## src/rtl/core/ssw_pkg.sv

```systemverilog
// ----------------------------------------------------------------------------
// Shell sort package
// Shared constants, control word layout and the microprogram of the sorter.
// ----------------------------------------------------------------------------
package ssw_pkg;

    localparam int DATA_W           = 32;
    localparam int MAX_ELEMENTS_DEF = 64;

    // Division of the gap by three: (gap * 171) >> 9 is exact below 256.
    localparam int RECIP3           = 171;
    localparam int RECIP3_W         = 8;
    localparam int RECIP3_SHIFT     = 9;

    localparam int PC_W             = 4;

    // Step addresses of the microprogram.
    localparam logic [PC_W-1:0] ST_LOAD  = 4'd0;
    localparam logic [PC_W-1:0] ST_GINIT = 4'd1;
    localparam logic [PC_W-1:0] ST_GUP   = 4'd2;
    localparam logic [PC_W-1:0] ST_GDOWN = 4'd3;
    localparam logic [PC_W-1:0] ST_ICHK  = 4'd4;
    localparam logic [PC_W-1:0] ST_VLOAD = 4'd5;
    localparam logic [PC_W-1:0] ST_JCHK  = 4'd6;
    localparam logic [PC_W-1:0] ST_CMP   = 4'd7;
    localparam logic [PC_W-1:0] ST_WRV   = 4'd8;
    localparam logic [PC_W-1:0] ST_PEND  = 4'd9;
    localparam logic [PC_W-1:0] ST_ESET  = 4'd10;
    localparam logic [PC_W-1:0] ST_ERD   = 4'd11;
    localparam logic [PC_W-1:0] ST_EOUT  = 4'd12;
    localparam logic [PC_W-1:0] ST_CLR   = 4'd13;
    localparam logic [PC_W-1:0] ST_SHIFT = 4'd14;

    typedef enum logic [1:0] {RD_NONE, RD_I, RD_JG, RD_K} t_rd_sel;
    typedef enum logic [1:0] {WR_NONE, WR_SHIFT, WR_V} t_wr_sel;
    typedef enum logic [1:0] {G_HOLD, G_ONE, G_UP, G_DOWN} t_gap_op;
    typedef enum logic [1:0] {I_HOLD, I_GAP, I_INC} t_i_op;
    typedef enum logic [1:0] {J_HOLD, J_I, J_DEC} t_j_op;
    typedef enum logic [1:0] {K_HOLD, K_ZERO, K_INC} t_k_op;
    typedef enum logic [1:0] {W_NONE, W_IN, W_OUT} t_wait;
    typedef enum logic [3:0] {
        C_NONE,
        C_ALWAYS,
        C_NOT_LAST,
        C_UP_LE_N,
        C_I_GE_N,
        C_J_LT_GAP,
        C_GREATER,
        C_GAP_GT1,
        C_NOT_K_LAST
    } t_cond;

    typedef struct packed {
        t_wait           wait_on;
        logic            in_load;
        logic            load_v;
        logic            out_load;
        logic            clr;
        t_rd_sel         rd_sel;
        t_wr_sel         wr_sel;
        t_gap_op         gap_op;
        t_i_op           i_op;
        t_j_op           j_op;
        t_k_op           k_op;
        t_cond           cond;
        logic [PC_W-1:0] target;
    } t_ctrl;

    localparam t_ctrl CTRL_NOP = '{
        wait_on: W_NONE, in_load: 1'b0, load_v: 1'b0, out_load: 1'b0, clr: 1'b0,
        rd_sel: RD_NONE, wr_sel: WR_NONE, gap_op: G_HOLD, i_op: I_HOLD,
        j_op: J_HOLD, k_op: K_HOLD, cond: C_NONE, target: ST_LOAD
    };

    // Microprogram: a taken condition jumps to target, otherwise the next step.
    function automatic t_ctrl rom_word(logic [PC_W-1:0] pc);
        t_ctrl cw;
        cw = CTRL_NOP;
        unique case (pc)
            ST_LOAD: begin
                cw.wait_on = W_IN;
                cw.in_load = 1'b1;
                cw.cond    = C_NOT_LAST;
                cw.target  = ST_LOAD;
            end
            ST_GINIT: begin
                cw.gap_op = G_ONE;
            end
            ST_GUP: begin
                cw.gap_op = G_UP;
                cw.cond   = C_UP_LE_N;
                cw.target = ST_GUP;
            end
            ST_GDOWN: begin
                cw.gap_op = G_DOWN;
                cw.i_op   = I_GAP;
            end
            ST_ICHK: begin
                cw.rd_sel = RD_I;
                cw.j_op   = J_I;
                cw.cond   = C_I_GE_N;
                cw.target = ST_PEND;
            end
            ST_VLOAD: begin
                cw.load_v = 1'b1;
            end
            ST_JCHK: begin
                cw.rd_sel = RD_JG;
                cw.cond   = C_J_LT_GAP;
                cw.target = ST_WRV;
            end
            ST_CMP: begin
                cw.cond   = C_GREATER;
                cw.target = ST_SHIFT;
            end
            ST_WRV: begin
                cw.wr_sel = WR_V;
                cw.i_op   = I_INC;
                cw.cond   = C_ALWAYS;
                cw.target = ST_ICHK;
            end
            ST_PEND: begin
                cw.cond   = C_GAP_GT1;
                cw.target = ST_GDOWN;
            end
            ST_ESET: begin
                cw.k_op = K_ZERO;
            end
            ST_ERD: begin
                cw.wait_on = W_OUT;
                cw.rd_sel  = RD_K;
            end
            ST_EOUT: begin
                cw.out_load = 1'b1;
                cw.k_op     = K_INC;
                cw.cond     = C_NOT_K_LAST;
                cw.target   = ST_ERD;
            end
            ST_CLR: begin
                cw.clr    = 1'b1;
                cw.cond   = C_ALWAYS;
                cw.target = ST_LOAD;
            end
            ST_SHIFT: begin
                cw.wr_sel = WR_SHIFT;
                cw.j_op   = J_DEC;
                cw.cond   = C_ALWAYS;
                cw.target = ST_JCHK;
            end
            default: begin
                cw.cond   = C_ALWAYS;
                cw.target = ST_LOAD;
            end
        endcase
        return cw;
    endfunction

endpackage

```

## src/rtl/core/shell_sort_signed_words_top.sv

```systemverilog
// ----------------------------------------------------------------------------
// Shell sort of signed words
// Collects a set of signed words, sorts it in place and streams it out.
// ----------------------------------------------------------------------------
// Words arrive one per transfer and are written to a store of MAX_ELEMENTS
// entries; the transfer marked last closes the set. Words load back to
// back. The set is then sorted with Shell sort (gaps 1, 4, 13, 40, ...)
// by a small microprogram that executes one control word per cycle, except
// while a step waits on a transfer, against a single store with one read
// and one write port: the starting gap is found by stepping up the gap
// sequence past the word count and back one step, and each insertion shifts
// the greater words a gap below its word up before writing the word back.
// The sorted words then leave one by one while the receiver keeps up, the last
// marked final, and the count is then cleared. Words beyond the capacity are
// dropped and every result of that set then carries the overflow flag. A new
// set may be loaded while the last result still waits in the output register.
module shell_sort_signed_words_top
    import ssw_pkg::*;
#(
    parameter int MAX_ELEMENTS = MAX_ELEMENTS_DEF
) (
    input  logic                     i_clk,
    input  logic                     i_rst_n,
    input  logic                     i_valid,
    output logic                     o_ready,
    input  logic signed [DATA_W-1:0] i_word_value,
    input  logic                     i_is_last,
    output logic                     o_valid,
    input  logic                     i_ready,
    output logic signed [DATA_W-1:0] o_sorted_value,
    output logic                     o_is_final,
    output logic                     o_overflow
);

    localparam int AW = $clog2(MAX_ELEMENTS);
    localparam int CW = $clog2(MAX_ELEMENTS + 1);
    localparam int GW = $clog2(3 * MAX_ELEMENTS + 2);

    logic [PC_W-1:0]   r_pc, n_pc;
    logic [CW-1:0]     r_n, n_n;
    logic              r_drop, n_drop;
    logic [GW-1:0]     r_gap, n_gap;
    logic [CW-1:0]     r_i, n_i;
    logic [CW-1:0]     r_j, n_j;
    logic [AW-1:0]     r_k, n_k;
    logic [DATA_W-1:0] r_v, n_v;
    logic              r_out_valid, n_out_valid;
    logic [DATA_W-1:0] r_out_value;
    logic              r_out_final;
    logic              r_out_ovf;

    t_ctrl             cw;
    logic              in_xfer;
    logic              out_free;
    logic              go;
    logic              cond_hit;
    logic              k_last;
    logic [GW+1:0]     gap_up;
    logic [GW+RECIP3_W-1:0] gap_prod;
    logic [GW-1:0]     gap_div;
    logic [AW-1:0]     jg_addr;

    logic              ram_we;
    logic [AW-1:0]     ram_waddr;
    logic [DATA_W-1:0] ram_wdata;
    logic              ram_re;
    logic [AW-1:0]     ram_raddr;
    logic [DATA_W-1:0] ram_rdata;

    assign cw       = rom_word(r_pc);
    assign o_ready  = (cw.wait_on == W_IN);
    assign in_xfer  = i_valid && o_ready;
    assign out_free = !r_out_valid || i_ready;

    always_comb begin
        unique case (cw.wait_on)
            W_IN:    go = in_xfer;
            W_OUT:   go = out_free;
            default: go = 1'b1;
        endcase
    end

    assign gap_up   = (GW + 2)'(r_gap) * (GW + 2)'(3) + (GW + 2)'(1);
    assign gap_prod = (GW + RECIP3_W)'(r_gap) * (GW + RECIP3_W)'(RECIP3);
    assign gap_div  = GW'(gap_prod >> RECIP3_SHIFT);
    assign jg_addr  = AW'(r_j - CW'(r_gap));
    assign k_last   = ((CW'(r_k) + CW'(1)) == r_n);

    always_comb begin
        unique case (cw.cond)
            C_ALWAYS:     cond_hit = 1'b1;
            C_NOT_LAST:   cond_hit = !i_is_last;
            C_UP_LE_N:    cond_hit = (gap_up <= (GW + 2)'(r_n));
            C_I_GE_N:     cond_hit = (r_i >= r_n);
            C_J_LT_GAP:   cond_hit = (GW'(r_j) < r_gap);
            C_GREATER:    cond_hit = ($signed(ram_rdata) > $signed(r_v));
            C_GAP_GT1:    cond_hit = (r_gap > GW'(1));
            C_NOT_K_LAST: cond_hit = !k_last;
            default:      cond_hit = 1'b0;
        endcase
    end

    // Step counter and datapath registers.
    always_comb begin
        n_pc        = r_pc;
        n_n         = r_n;
        n_drop      = r_drop;
        n_gap       = r_gap;
        n_i         = r_i;
        n_j         = r_j;
        n_k         = r_k;
        n_v         = r_v;
        n_out_valid = r_out_valid;

        if (r_out_valid && i_ready) begin
            n_out_valid = 1'b0;
        end

        if (go) begin
            n_pc = cond_hit ? cw.target : r_pc + PC_W'(1);

            if (cw.in_load) begin
                if (r_n < CW'(MAX_ELEMENTS)) begin
                    n_n = r_n + CW'(1);
                end else begin
                    n_drop = 1'b1;
                end
            end
            if (cw.clr) begin
                n_n    = '0;
                n_drop = 1'b0;
            end
            if (cw.load_v) begin
                n_v = ram_rdata;
            end
            if (cw.out_load) begin
                n_out_valid = 1'b1;
            end

            case (cw.gap_op)
                G_ONE:   n_gap = GW'(1);
                G_UP:    n_gap = GW'(gap_up);
                G_DOWN:  n_gap = gap_div;
                default: n_gap = r_gap;
            endcase
            case (cw.i_op)
                I_GAP:   n_i = CW'(gap_div);
                I_INC:   n_i = r_i + CW'(1);
                default: n_i = r_i;
            endcase
            case (cw.j_op)
                J_I:     n_j = r_i;
                J_DEC:   n_j = r_j - CW'(r_gap);
                default: n_j = r_j;
            endcase
            case (cw.k_op)
                K_ZERO:  n_k = '0;
                K_INC:   n_k = r_k + AW'(1);
                default: n_k = r_k;
            endcase
        end
    end

    // Store ports.
    always_comb begin
        ram_we    = 1'b0;
        ram_waddr = r_j[AW-1:0];
        ram_wdata = r_v;
        if (go && cw.in_load) begin
            ram_we    = (r_n < CW'(MAX_ELEMENTS));
            ram_waddr = r_n[AW-1:0];
            ram_wdata = i_word_value;
        end else if (go) begin
            case (cw.wr_sel)
                WR_SHIFT: begin
                    ram_we    = 1'b1;
                    ram_wdata = ram_rdata;
                end
                WR_V:     ram_we = 1'b1;
                default:  ram_we = 1'b0;
            endcase
        end

        ram_re = go && (cw.rd_sel != RD_NONE);
        case (cw.rd_sel)
            RD_I:    ram_raddr = r_i[AW-1:0];
            RD_JG:   ram_raddr = jg_addr;
            RD_K:    ram_raddr = r_k;
            default: ram_raddr = r_k;
        endcase
    end

    always_ff @(posedge i_clk) begin
        if (!i_rst_n) begin
            r_pc        <= ST_LOAD;
            r_n         <= '0;
            r_drop      <= 1'b0;
            r_out_valid <= 1'b0;
        end else begin
            r_pc        <= n_pc;
            r_n         <= n_n;
            r_drop      <= n_drop;
            r_out_valid <= n_out_valid;
        end
    end

    always_ff @(posedge i_clk) begin
        r_gap <= n_gap;
        r_i   <= n_i;
        r_j   <= n_j;
        r_k   <= n_k;
        r_v   <= n_v;
        if (go && cw.out_load) begin
            r_out_value <= ram_rdata;
            r_out_final <= k_last;
            r_out_ovf   <= r_drop;
        end
    end

    ssw_ram #(
        .WIDTH (DATA_W),
        .DEPTH (MAX_ELEMENTS)
    ) u_store (
        .i_clk   (i_clk),
        .i_we    (ram_we),
        .i_waddr (ram_waddr),
        .i_wdata (ram_wdata),
        .i_re    (ram_re),
        .i_raddr (ram_raddr),
        .o_rdata (ram_rdata)
    );

    assign o_valid        = r_out_valid;
    assign o_sorted_value = $signed(r_out_value);
    assign o_is_final     = r_out_final;
    assign o_overflow     = r_out_ovf;

endmodule

```

## src/rtl/core/ssw_ram.sv

```systemverilog
// ----------------------------------------------------------------------------
// Generic RAM
// One write port and one read port with registered read data.
// ----------------------------------------------------------------------------
module ssw_ram #(
    parameter int WIDTH = 32,
    parameter int DEPTH = 64
) (
    input  logic                     i_clk,
    input  logic                     i_we,
    input  logic [$clog2(DEPTH)-1:0] i_waddr,
    input  logic [WIDTH-1:0]         i_wdata,
    input  logic                     i_re,
    input  logic [$clog2(DEPTH)-1:0] i_raddr,
    output logic [WIDTH-1:0]         o_rdata
);

    logic [WIDTH-1:0] r_mem [DEPTH];
    logic [WIDTH-1:0] r_rdata;

    always_ff @(posedge i_clk) begin
        if (i_we) begin
            r_mem[i_waddr] <= i_wdata;
        end
        if (i_re) begin
            r_rdata <= r_mem[i_raddr];
        end
    end

    assign o_rdata = r_rdata;

endmodule

```

## config.mk

```make
export PLATFORM = sky130hd
export DESIGN_NAME = shell_sort_signed_words_top
export DESIGN_NICKNAME = d
export VERILOG_FILES = /design/src/rtl/core/ssw_pkg.sv /design/src/rtl/core/shell_sort_signed_words_top.sv /design/src/rtl/core/ssw_ram.sv
export SDC_FILE = /design/constraint.sdc
export NUM_CORES = 2
export LEC_CHECK = 0
export ABC_CLOCK_PERIOD_IN_PS = 16200
export BUFFER_PORTS_ARGS = -buffer_cell sky130_fd_sc_hd__buf_2
export CORE_MARGIN = 3
export CORE_UTILIZATION = 62
export DETAILED_ROUTE_END_ITERATION = 8
export PLACE_DENSITY = 0.78
export SETUP_SLACK_MARGIN = 0.3
export SKIP_CTS_REPAIR_TIMING = 1
export SYNTH_ARGS = -nofsm -noshare
export SYNTH_HDL_FRONTEND = slang
export SYNTH_HIERARCHICAL = 1
export SYNTH_SLANG_ARGS = --single-unit
```

## constraint.sdc

```tcl
create_clock -name i_clk -period 16.2 [get_ports i_clk]
set_input_delay 1.62 -clock i_clk [delete_from_list [all_inputs] [get_ports i_clk]]
set_output_delay 1.62 -clock i_clk [all_outputs]
set_load 0.01 [all_outputs]
```

==> impl_metrics.env <==
export IMPL_drc=0
export IMPL_clk_latency_ps=830
export IMPL_cts_sinks=2187
export IMPL_finalCritPeriodShare=0.489
export IMPL_die_x_microns=381
export IMPL_p_comb_frac=0.173
export IMPL_cts_path_max_buffers=3
export IMPL_critPathLaunch="r_pc[0]$_SDFFE_PN0N_"
export IMPL_synthAdderAreaFrac=0.0203
export IMPL_crit_family="buffers and inverters"
export IMPL_grt_max_degree=122
export IMPL_swShare=0.284
export IMPL_syn_area_sq_mm=0.0871
export IMPL_synth_distinct_cells=78
export IMPL_start_kind="register"
export IMPL_grt_overflow=0
export IMPL_wire_per_inst_microns=36.9
export IMPL_critical_path_required_ps=16750
export IMPL_dpl_cell_count=6028
export IMPL_cp_arrival_ps=8470
export IMPL_slew_headroom=0.0626
export IMPL_synth_top_family_by_area="multiplexers"
export IMPL_synth_xor_area_frac=0.00348
export IMPL_synthMuxAreaShare=0.156
export IMPL_tritoncts="done"
export IMPL_synth_edf_count=2174
export IMPL_first_iter_violations=6878
export IMPL_place_hpwl_mm=124
export IMPL_path_common_cell="buf_4"
export IMPL_r2r_cells=15
export IMPL_power_density_mw_per_mm2=150
export IMPL_postRouteAntennaNets=0
export IMPL_dr_pass1_iters=6
export IMPL_end_kind="register"
export IMPL_tns_ps=0
export IMPL_tightest_slew_ps=1410
export IMPL_period_needed_ps=7920
export IMPL_dieArea_sq_mm=0.145
export IMPL_grt_pass1_wl_mm=336
export IMPL_fin_cells=6398
export IMPL_fin_nets=4535
export IMPL_core_area_sq_mm=0.139
export IMPL_synth_compound_area_frac=0.0280
export IMPL_netlist_area_leader_share=0.750
export IMPL_gp_congestion=0.886
export IMPL_crit_path_top_delay_cell="buf_4"
export IMPL_critPathMaxStageDelay_ps=940
export IMPL_synth_avg_cell_area_sq_um=20.9
export IMPL_area_delta_synth_final_pct=11.3
export IMPL_io_buffers=72
export IMPL_grt_pass1_vias=46351
export IMPL_root_buffer="clkbuf_16"
export IMPL_reg2reg_from="r_pc[0]$_SDFFE_PN0N_"
export IMPL_ys_flop_type="edfxtp_1"
export IMPL_antenna_found_initial=6
export IMPL_via_count=45550
export IMPL_min_path_type="reg2reg"
export IMPL_placed_cell_area_sq_mm=0.0908
export IMPL_cap_violations=0
export IMPL_cp_depth=15
export IMPL_clockPowerShare=0.309
export IMPL_initial_core_util=0.629
export IMPL_crit_path_cell_trace="ha_1, nand2_1, inv_1, a21oi_1, ha_1, nand2_1, o21ai_4, buf_12, buf_4, buf_4, buf_4, mux4_2, mux4_2, o22ai_1, nor2_1"
export IMPL_intPower_mw=10.4
export IMPL_ys_async_sr_fraction=0
export IMPL_path_class="reg2reg"
export IMPL_power_leakage_nw=32.4
export IMPL_final_cell_area_sq_mm=0.0969
export IMPL_maxSlewViolCount=0
export IMPL_yosysSeqAreaShare=0.753
export IMPL_grt_usage=0.330
export IMPL_utilization=0.700
export IMPL_cts_buffers=198
export IMPL_hold_path_depth=0
export IMPL_fmax_mhz=126
export IMPL_path_buf_inv=5
export IMPL_p_sw_mw=4.14
export IMPL_ys_ff_latch=2187
export IMPL_ys_warn_count=6
export IMPL_hp_start="r_drop$_SDFFE_PN0P_"
export IMPL_power_frac_seq=0.518
export IMPL_chipHeight_microns=381
export IMPL_vias_per_cell=7.12
export IMPL_rsz0062_at_grt="false"
export IMPL_yosysTopAreaCell="edfxtp_1"
export IMPL_rows=136
export IMPL_drive_gt1_frac=0.253
export IMPL_io_pins=73
export IMPL_synth_simple_area_share=0.0233
export IMPL_synth_area_top_cells="edfxtp_1, mux4_2, ha_1"
export IMPL_fin_skew_ps=33.9
export IMPL_crit_fanout=97
export IMPL_yosysMostFrequentCell="edfxtp_1"
export IMPL_postSynthCellCount=4158
export IMPL_cts_clk_slew_worst_paths_ps=70
export IMPL_hold_viol=0
export IMPL_setup_viol=0
export IMPL_cts_htree_levels=4
export IMPL_synthTopCellsByCount="edfxtp_1, mux4_2, nor2_1, mux2i_1, ha_1"
export IMPL_syn_nets=4328
export IMPL_ir_drop_v=0.000161
export IMPL_wl_mm=236
export IMPL_outcome="completed"
## cells by family (layout without fill, tap and decap cells)
kind of cell,count (synthesis),after routing
AOI/OAI and AO/OA,383,383
other,0,7
xor gates and xnor gates,33,33
muxes,679,679
and+or+nand+nor,434,434
adders and majority gates,133,133
DFF,2187,2187
buffers and inverters,309,679
## cell usage in the layout, fill, tap and decap left out, drive strengths merged, types with 15 or more instances in the layout
master and n:
clkbuf 255, a21oi 95, nor2b 24, nand2 110, ha 119, buf 214
nor3 17, xnor2 20, nand4 15, mux2i 129, edfxtp 2174, o22ai 87
a22oi 19, mux4 544, nand3 24, nor2 175, o221ai 27, o21ai 74
clkinv 87, inv 108
## cell type report
cell class | instances | area, sq um
sequential | 2187 | 65500
fill | 7935 | 41600
multi-input combinational | 1662 | 21100
clock buffer | 255 | 5230
tap | 1863 | 2330
timing repair buffer | 214 | 1460
clock inverter | 108 | 896
inverter | 102 | 383
antenna | 7 | 17.5
## power groups by stage
| stage | Clock, mW | Sequential (mW) | Combinational (mW) |
|---|---|---|---|
| after floorplan | 0 | 7.79 | 1.22 |
| after global placement | 0 | 7.64 | 2.38 |
| after detailed placement | 0 | 7.65 | 2.47 |
| after CTS | 4.53 | 7.54 | 2.48 |
| after global routing | 4.74 | 7.56 | 2.69 |
| final | 4.50 | 7.55 | 2.52 |
## stage by stage
| stage | worst slack (ps) | hold WS (ps) | total power, mW |
|---|---|---|---|
| 2_1_floorplan | 10120 | 409 | 9.00 |
| 3_3_place_gp | 8480 | 430 | 10.0 |
| 3_5_place_dp | 8370 | 438 | 10.1 |
| 4_1_cts | 8260 | 456 | 14.6 |
| 5_1_grt | 7600 | 469 | 15.0 |
| 6_report | 8280 | 453 | 14.6 |
## metal layers
layer	GRT usage	wire length, microns
met1	0.425	77300
met2	0.507	112000
met3	0.0941	30000
met4	0.202	16700
met5	0	57
## sequential cells by signal (all words and copies together) (netlist names), 7 cells and up
name / cells
o_sorted_value: 32
r_j: 7
u_store/o_rdata: 32
r_i: 7
u_store/r_mem: 2048
r_v: 32
r_gap: 8
r_n: 7
## worst reg2reg max path, cell delays in order (launching register included)
cell and delay [ps]:
dfxtp_1 410, ha_1 530, nand2_1 200, inv_1 120, a21oi_1 90, ha_1 720
nand2_1 190, o21ai_4 100, buf_12 560, buf_4 960, buf_4 970, buf_4 960
mux4_2 680, mux4_2 480, o22ai_1 560, nor2_1 110
## final timing paths
| kind | to | slack (ps) |
|---|---|---|
| max | u_store/o_rdata[21]$_DFFE_PP_ | 8280 |
| min | o_overflow$_DFFE_PP_ | 450 |
| max reg2reg | u_store/o_rdata[21]$_DFFE_PP_ | 8280 |
| min reg2reg | o_overflow$_DFFE_PP_ | 450 |
(Power assumes the default switching activity.)
